## src/rtl/core/rtu_pkg.sv

```systemverilog
// shared types and constants for the rtu frame gap receiver
package rtu_pkg;

	localparam int unsigned BUFFER_DEPTH_DEF = 32;
	localparam int unsigned GAP_W            = 16;
	localparam logic [GAP_W-1:0] GAP_RESET   = 16'd750;
	localparam int unsigned LEN_W            = 5;
	localparam int unsigned IDX_W            = 5;
	localparam int unsigned BYTE_W           = 8;
	localparam int unsigned OP_W             = 2;

	typedef enum logic [OP_W-1:0] {
		OP_BYTE = 2'd0,
		OP_TICK = 2'd1,
		OP_TURN = 2'd2,
		OP_READ = 2'd3
	} rtu_op_t;

	// result fields computed by the control path, read data comes from the store
	typedef struct packed {
		logic             frame_done;
		logic [LEN_W-1:0] frame_length;
		logic             receiver_release;
		logic             timer_active;
	} rtu_result_t;

endpackage

```

## src/rtl/core/rtu_gap_ctrl.sv

```systemverilog
// frame count, gap timer and transmit flag with per-transaction result logic
module rtu_gap_ctrl import rtu_pkg::*; #(
	parameter int unsigned BUFFER_DEPTH = BUFFER_DEPTH_DEF,
	localparam int unsigned WC_W = $clog2(BUFFER_DEPTH)
) (
	input  logic             clk,
	input  logic             arst_n,
	input  logic             acc,
	input  logic [OP_W-1:0]  opcode,
	input  logic [GAP_W-1:0] gap_ticks,
	output logic [WC_W-1:0]  wr_addr,
	output rtu_result_t      res
);

	logic [WC_W-1:0]  write_count_q, write_count_d;
	logic [GAP_W-1:0] gap_counter_q, gap_counter_d;
	logic             gap_running_q, gap_running_d;
	logic             transmitting_q, transmitting_d;
	logic [31:0]      wc_ext;

	assign wr_addr = write_count_q;
	assign wc_ext  = 32'(write_count_q);

	always_comb begin
		write_count_d  = write_count_q;
		gap_counter_d  = gap_counter_q;
		gap_running_d  = gap_running_q;
		transmitting_d = transmitting_q;
		res            = '0;
		case (rtu_op_t'(opcode))
			OP_BYTE: begin
				if (write_count_q == WC_W'(BUFFER_DEPTH - 1)) begin
					write_count_d = '0;
				end else begin
					write_count_d = write_count_q + 1'b1;
				end
				transmitting_d = 1'b0;
				gap_counter_d  = '0;
				gap_running_d  = 1'b1;
			end
			OP_TICK: begin
				if (gap_running_q) begin
					// counter already at or past the reload ends the silence
					if (gap_counter_q >= gap_ticks) begin
						if (!transmitting_q) begin
							res.frame_done   = 1'b1;
							res.frame_length = wc_ext[LEN_W-1:0];
							write_count_d    = '0;
						end else begin
							res.receiver_release = 1'b1;
							transmitting_d       = 1'b0;
						end
						gap_running_d = 1'b0;
						gap_counter_d = '0;
					end else begin
						gap_counter_d = gap_counter_q + 1'b1;
					end
				end
			end
			OP_TURN: begin
				transmitting_d = 1'b1;
				gap_counter_d  = '0;
				gap_running_d  = 1'b1;
			end
			default: begin
			end
		endcase
		res.timer_active = gap_running_d;
	end

	always_ff @(posedge clk or negedge arst_n) begin
		if (!arst_n) begin
			write_count_q  <= '0;
			gap_counter_q  <= '0;
			gap_running_q  <= 1'b0;
			transmitting_q <= 1'b0;
		end else if (acc) begin
			write_count_q  <= write_count_d;
			gap_counter_q  <= gap_counter_d;
			gap_running_q  <= gap_running_d;
			transmitting_q <= transmitting_d;
		end
	end

endmodule

```

## src/rtl/core/rtu_store_buf.sv

```systemverilog
// frame byte store and the two-entry result buffer it reads into
module rtu_store_buf import rtu_pkg::*; #(
	parameter int unsigned BUFFER_DEPTH = BUFFER_DEPTH_DEF,
	localparam int unsigned WC_W = $clog2(BUFFER_DEPTH)
) (
	input  logic              clk,
	input  logic              arst_n,
	input  logic              in_valid,
	output logic              in_stall,
	output logic              acc,
	input  logic [OP_W-1:0]   opcode,
	input  logic [BYTE_W-1:0] rx_byte,
	input  logic [IDX_W-1:0]  read_index,
	input  logic [WC_W-1:0]   wr_addr,
	input  rtu_result_t       res,
	output logic              out_valid,
	input  logic              out_stall,
	output rtu_result_t       out_res,
	output logic [BYTE_W-1:0] out_data
);

	logic [BYTE_W-1:0] mem [BUFFER_DEPTH];

	logic              main_vld_q, skid_vld_q;
	rtu_result_t       main_res_q, skid_res_q;
	logic [BYTE_W-1:0] main_data_q, skid_data_q;
	logic              take, load_main, load_skid, rd_en, wr_en;
	logic [31:0]       ridx_ext;
	logic [WC_W-1:0]   rd_addr;

	assign take      = main_vld_q && !out_stall;
	assign in_stall  = skid_vld_q;
	assign acc       = in_valid && !skid_vld_q;
	assign load_main = acc && (!main_vld_q || take);
	assign load_skid = acc && main_vld_q && !take;

	assign ridx_ext = 32'(read_index);
	assign rd_addr  = ridx_ext[WC_W-1:0];
	assign rd_en    = (rtu_op_t'(opcode) == OP_READ) && (ridx_ext < BUFFER_DEPTH);
	assign wr_en    = acc && (rtu_op_t'(opcode) == OP_BYTE);

	assign out_valid = main_vld_q;
	assign out_res   = main_res_q;
	assign out_data  = main_data_q;

	// store write plus registered read into whichever entry takes the transaction
	always_ff @(posedge clk) begin
		if (wr_en) begin
			mem[wr_addr] <= rx_byte;
		end
		if (load_main) begin
			main_res_q  <= res;
			main_data_q <= rd_en ? mem[rd_addr] : '0;
		end else if (take && skid_vld_q) begin
			main_res_q  <= skid_res_q;
			main_data_q <= skid_data_q;
		end
		if (load_skid) begin
			skid_res_q  <= res;
			skid_data_q <= rd_en ? mem[rd_addr] : '0;
		end
	end

	always_ff @(posedge clk or negedge arst_n) begin
		if (!arst_n) begin
			main_vld_q <= 1'b0;
			skid_vld_q <= 1'b0;
		end else begin
			if (take || !main_vld_q) begin
				main_vld_q <= skid_vld_q || acc;
			end
			if (skid_vld_q && take) begin
				skid_vld_q <= 1'b0;
			end else if (load_skid) begin
				skid_vld_q <= 1'b1;
			end
		end
	end

endmodule

```

## src/rtl/core/rtu_frame_gap_receiver.sv

```systemverilog
// rtu_frame_gap_receiver: serial frame receiver ending frames on line silence
//
// Input channel (in_valid/in_stall) carries one opcode per transaction: a
// received byte, a timer tick, the end of a transmission, or a read of the
// byte store. Every accepted transaction yields exactly one result on the
// output channel (out_valid/out_stall): frame_done with frame_length when the
// gap timer expires in receive mode, receiver_release when it expires after
// a transmission, read_data for store reads, and timer_active each time.
// Each result is registered before out_valid. One transaction is taken every
// cycle while in_stall is low; a result register plus a one-entry skid
// register let the next transaction in while a result waits, so in_stall
// only rises once both entries are held by a stalled receiver. Throughput
// is set by the single update of the frame count and gap timer per cycle.
// The user writes gap_ticks through cfg_we/cfg_wdata while idle; the block
// does not enforce this. Silence lasts gap_ticks+1 ticks. Reset clears the
// count, timer and transmit flag and loads gap_ticks with 750; the byte
// store is not cleared, and an entry must be written before it is read.
module rtu_frame_gap_receiver import rtu_pkg::*; #(
	parameter int unsigned BUFFER_DEPTH = BUFFER_DEPTH_DEF
) (
	input  logic              clk,
	input  logic              arst_n,
	input  logic              cfg_we,
	input  logic [GAP_W-1:0]  cfg_wdata,
	input  logic              in_valid,
	output logic              in_stall,
	input  logic [OP_W-1:0]   opcode,
	input  logic [BYTE_W-1:0] rx_byte,
	input  logic [IDX_W-1:0]  read_index,
	output logic              out_valid,
	input  logic              out_stall,
	output logic              frame_done,
	output logic [LEN_W-1:0]  frame_length,
	output logic              receiver_release,
	output logic [BYTE_W-1:0] read_data,
	output logic              timer_active
);

	localparam int unsigned WC_W = $clog2(BUFFER_DEPTH);

	logic [GAP_W-1:0] gap_ticks_q;
	logic             acc;
	logic [WC_W-1:0]  wr_addr;
	rtu_result_t      res, out_res;

	always_ff @(posedge clk or negedge arst_n) begin
		if (!arst_n) begin
			gap_ticks_q <= GAP_RESET;
		end else if (cfg_we) begin
			gap_ticks_q <= cfg_wdata;
		end
	end

	rtu_gap_ctrl #(
		.BUFFER_DEPTH(BUFFER_DEPTH)
	) u_ctrl (
		.clk       (clk),
		.arst_n    (arst_n),
		.acc       (acc),
		.opcode    (opcode),
		.gap_ticks (gap_ticks_q),
		.wr_addr   (wr_addr),
		.res       (res)
	);

	rtu_store_buf #(
		.BUFFER_DEPTH(BUFFER_DEPTH)
	) u_store_buf (
		.clk        (clk),
		.arst_n     (arst_n),
		.in_valid   (in_valid),
		.in_stall   (in_stall),
		.acc        (acc),
		.opcode     (opcode),
		.rx_byte    (rx_byte),
		.read_index (read_index),
		.wr_addr    (wr_addr),
		.res        (res),
		.out_valid  (out_valid),
		.out_stall  (out_stall),
		.out_res    (out_res),
		.out_data   (read_data)
	);

	assign frame_done       = out_res.frame_done;
	assign frame_length     = out_res.frame_length;
	assign receiver_release = out_res.receiver_release;
	assign timer_active     = out_res.timer_active;

endmodule
```

## config.mk

```make
export PLATFORM = sky130hd
export DESIGN_NAME = rtu_frame_gap_receiver
export DESIGN_NICKNAME = d
export VERILOG_FILES = /design/src/rtl/core/rtu_pkg.sv /design/src/rtl/core/rtu_gap_ctrl.sv /design/src/rtl/core/rtu_store_buf.sv /design/src/rtl/core/rtu_frame_gap_receiver.sv
export SDC_FILE = /design/constraint.sdc
export NUM_CORES = 1
export LEC_CHECK = 0
export ABC_AREA = 1
export BUFFER_PORTS_ARGS = -buffer_cell sky130_fd_sc_hd__buf_2
export CAP_MARGIN = 20
export CORE_UTILIZATION = 65
export DETAILED_ROUTE_END_ITERATION = 10
export PLACE_DENSITY = 0.91
export SYNTH_ARGS = -nofsm -noshare
export SYNTH_HDL_FRONTEND = slang
export SYNTH_SLANG_ARGS = --single-unit
export TNS_END_PERCENT = 1
```

## constraint.sdc

```tcl
create_clock -name clk -period 3.6 [get_ports clk]
set_input_delay 0.54 -clock clk [delete_from_list [all_inputs] [get_ports clk]]
set_output_delay 0.54 -clock clk [all_outputs]
set_load 0.02 [all_outputs]
```

==> results.md <==
* Post-Syn Instances at 1324
* Antenna Cells at 0
* RSZ-0062 raised after global routing: false
* Worst slew margin at 0.389
* Fin crit share at 0.709
* Total gr overflow at 0
* Root buffer cell: clkbuf_16
* TritonCTS Buffers at 34
* Clock tree sinks at 329
* First-pass DRT Iterations at 7
* Most common cell after layout, fill and taps aside: nand2_1
* Final Setup Violations at 0
* Critical-path cell list: nor2_2 > inv_1 > nor3_2 > nand2_1 > nor2_1
* H-Tree Level Count at 2
* Most frequent cells in the layout: nand2_1 (431), edfxtp_1 (288), nand3_1 (241)
* CTS tree: built
* Hold Crit Class: primary input to async pin
* Synth unique cells at 34
* Placeable Area at around 21000 µm²
* Peak supply drop at 0.347 mV
* Vias/cell at 6.32
* Ports at 54
* Synthesized area at 14300 µm²
* Startpoint Class: flip-flop
* Initial antenna violation count at 0
* First-pass GRT wire length at 53.8 mm
* Vias at 10500
* Critical Path RT at 3.74 ns
* Largest net degree at the start of global routing at 80
* DRC Markers at 0
* Syn_area_per_cell at 10.8 µm²
* Post-DP HPWL at 20.3 mm
* PostCTS Resize Cnt at 0
* Die extent in x at 150 µm
* Port bufs at 53
* Worst path slowest cell: nor2_1
* Routed WL at 34.8 mm
* Setup crit end kind: flip-flop
* Gpl congestion at 0.921
* Pwr/cell area at 551 nW/µm²
* Post-route ant nets at 0
* Row Count at 53
* Worst Hold Slack at 0.166 ns
* Status: finished clean
* Final Hold Violating Endpoints at 0
* Starting Density at 0.672
* Critical Path AT at 2.69 ns
* Die extent in y at roughly 150 µm
* Post-route minimum period at 2.55 ns
* Final Max Slew Viols at 0
* Part of the Yosys area used for sequential elements at 0.677
* Fillers at 1280
* Seq cells post-synth at 329
* Vias in the first global route at 10100
* Overall power at 8.64 mW
* Setup TNS Final at 0 ns
* Nets at ~1400
* Clock buffer depth at 3
* Clock transition at the registers of the reported paths at 0.06 ns
* Post-Syn Nets at 1382
* Wire length per cell at 20.9 µm
* Pleak at 6.11 nW
* Hold buffers post-CTS at 0
* Layout cells sized above 1 at 0.0931
* Clk Latency, worst-skew pair at 0.52 ns
* Final Skew at 0.0175 ns
* Largest stage delay, worst path at 0.75 ns
* Crit-path max FO at 8
* Fmax achieved at just under 400 MHz
* Drt initial violations at 1507
* Postcts setup bufs at 0
* Crit Path Category: flip-flop to flip-flop
* Syn. warnings at 0
* Tightest Pin Transition at a little over 0.9 ns
* Max-cap violations at 0
* Layout overhead on the synthesized area at 9.68%
* Die ar. at roughly 23000 µm²
* Total GRT Usage at 0.321
sequential cells by signal, indices dropped and copies added, names as in the netlist, 5 cells and up:
| name | flops |
|---|---|
| u_store_buf.out_data | 8 |
| u_ctrl.wr_addr | 5 |
| gap_ticks_q | 16 |
| u_store_buf.out_res | 8 |
| u_store_buf.skid_res_q | 8 |
| u_ctrl.gap_counter_q | 16 |
| u_store_buf.skid_data_q | 8 |
| u_store_buf.mem | 256 |
per-stage QoR:
step,utilization,instances,instance area [µm²],setup WS (ns)
6_report,0.737,1660,15700,1.05
5_1_grt,0.737,1660,15700,0.857
4_1_cts,0.737,1660,15700,1.09
3_5_place_dp,0.687,1599,14600,0.914
3_3_place_gp,0.687,1599,14600,0.963
2_1_floorplan,-,1324,14300,1.63
where the power goes:
group / internal [mW] / switching [mW] / total (mW)
clock network: 2.00 / 1.41 / 3.41
registers: 4.29 / 0.113 / 4.40
logic: 0.224 / 0.609 / 0.833
worst paths after layout:
| path | startpoint | to | slack [ns] | cells after the start |
|---|---|---|---|---|
| setup / recovery | u_store_buf.in_stall | u_store_buf.mem[14][1] | 1.05 | 5 |
| hold / removal | arst_n | u_ctrl.wr_addr[3] | 0.17 | 1 |
| setup reg to reg | u_store_buf.in_stall | u_store_buf.mem[14][1] | 1.05 | 5 |
| hold reg to reg | gap_ticks_q[2] | gap_ticks_q[2] | 0.49 | 2 |
| max in group asynchronous | arst_n | gap_ticks_q[0] | 2.85 | 1 |
| min in group clk | cfg_wdata[2] | gap_ticks_q[2] | 0.24 | 3 |
cells by family (layout without fill, tap and decap cells):
| family | count (synthesis) | after routing | share of synthesized area |
|---|---|---|---|
| AOI/OAI and AO/OA | 56 | 56 | 0.0213 |
| xor gates and xnor gates | 10 | 10 | 0.00612 |
| adders and majority gates | 22 | 22 | 0.0192 |
| buffers and inverters | 131 | 192 | 0.0453 |
| DFF | 329 | 329 | 0.677 |
| muxes | 1 | 1 | 0.000787 |
| and+or+nand+nor | 775 | 775 | 0.230 |
Yosys cell counts:
cell type,n,area [µm²]
inv_2,4,15.0
buf_4,7,52.6
buf_8,1,15.0
ha_1,22,275
a211oi_2,1,12.5
o21ai_0,30,150
or2_1,1,6.26
xor2_1,10,87.6
nor3_2,2,20.0
o21a_1,1,7.51
nor2_1,75,282
o22ai_1,2,12.5
inv_1,62,233
buf_6,12,135
nand3_1,241,1210
nor3_1,3,15.0
buf_1,3,11.3
nand2_1,431,1620
nand4_1,8,50.1
mux2_2,1,11.3
o21ai_1,10,50.1
clkinv_1,1,3.75
nor2_4,1,11.3
nor2_2,5,31.3
dfrtp_1,34,851
o21bai_1,5,37.5
nand3_2,1,10.0
nor3b_1,1,7.51
buf_2,23,115
edfxtp_1,288,8650
a21oi_1,7,35.0
and3_1,6,37.5
dfstp_2,7,184
clkbuf_1,18,67.6
worst max-delay path: cells and delay by family, from the launching register on:
family | cells | cell delay [ns]
buffers and inverters | 1 | 0.14
flip-flops | 1 | 0.41
AND/OR/NAND/NOR | 4 | 1.63
metal layers:
metal | track usage | wire, µm | vias to the layer above
met5 | 0 | 0 | -
met4 | 0.144 | 1550 | 0
met3 | 0.0591 | 4170 | 156
met2 | 0.524 | 16600 | 909
met1 | 0.422 | 12500 | 4831
li1 | - | - | 4598
final cells by class:
type                            instances  area [µm²]  share of cell area
Multi-Input combinational cell        864        3970               0.253
Clock inverter                         17         121             0.00774
Tap cell                              275         344              0.0219
Clock buffer                           44         952              0.0607
Inverter                               67         253              0.0161
Timing Repair Buffer                   64         363              0.0231
Sequential cell                       329        9680               0.617
Note: power is estimated with default switching activity, not from simulation.
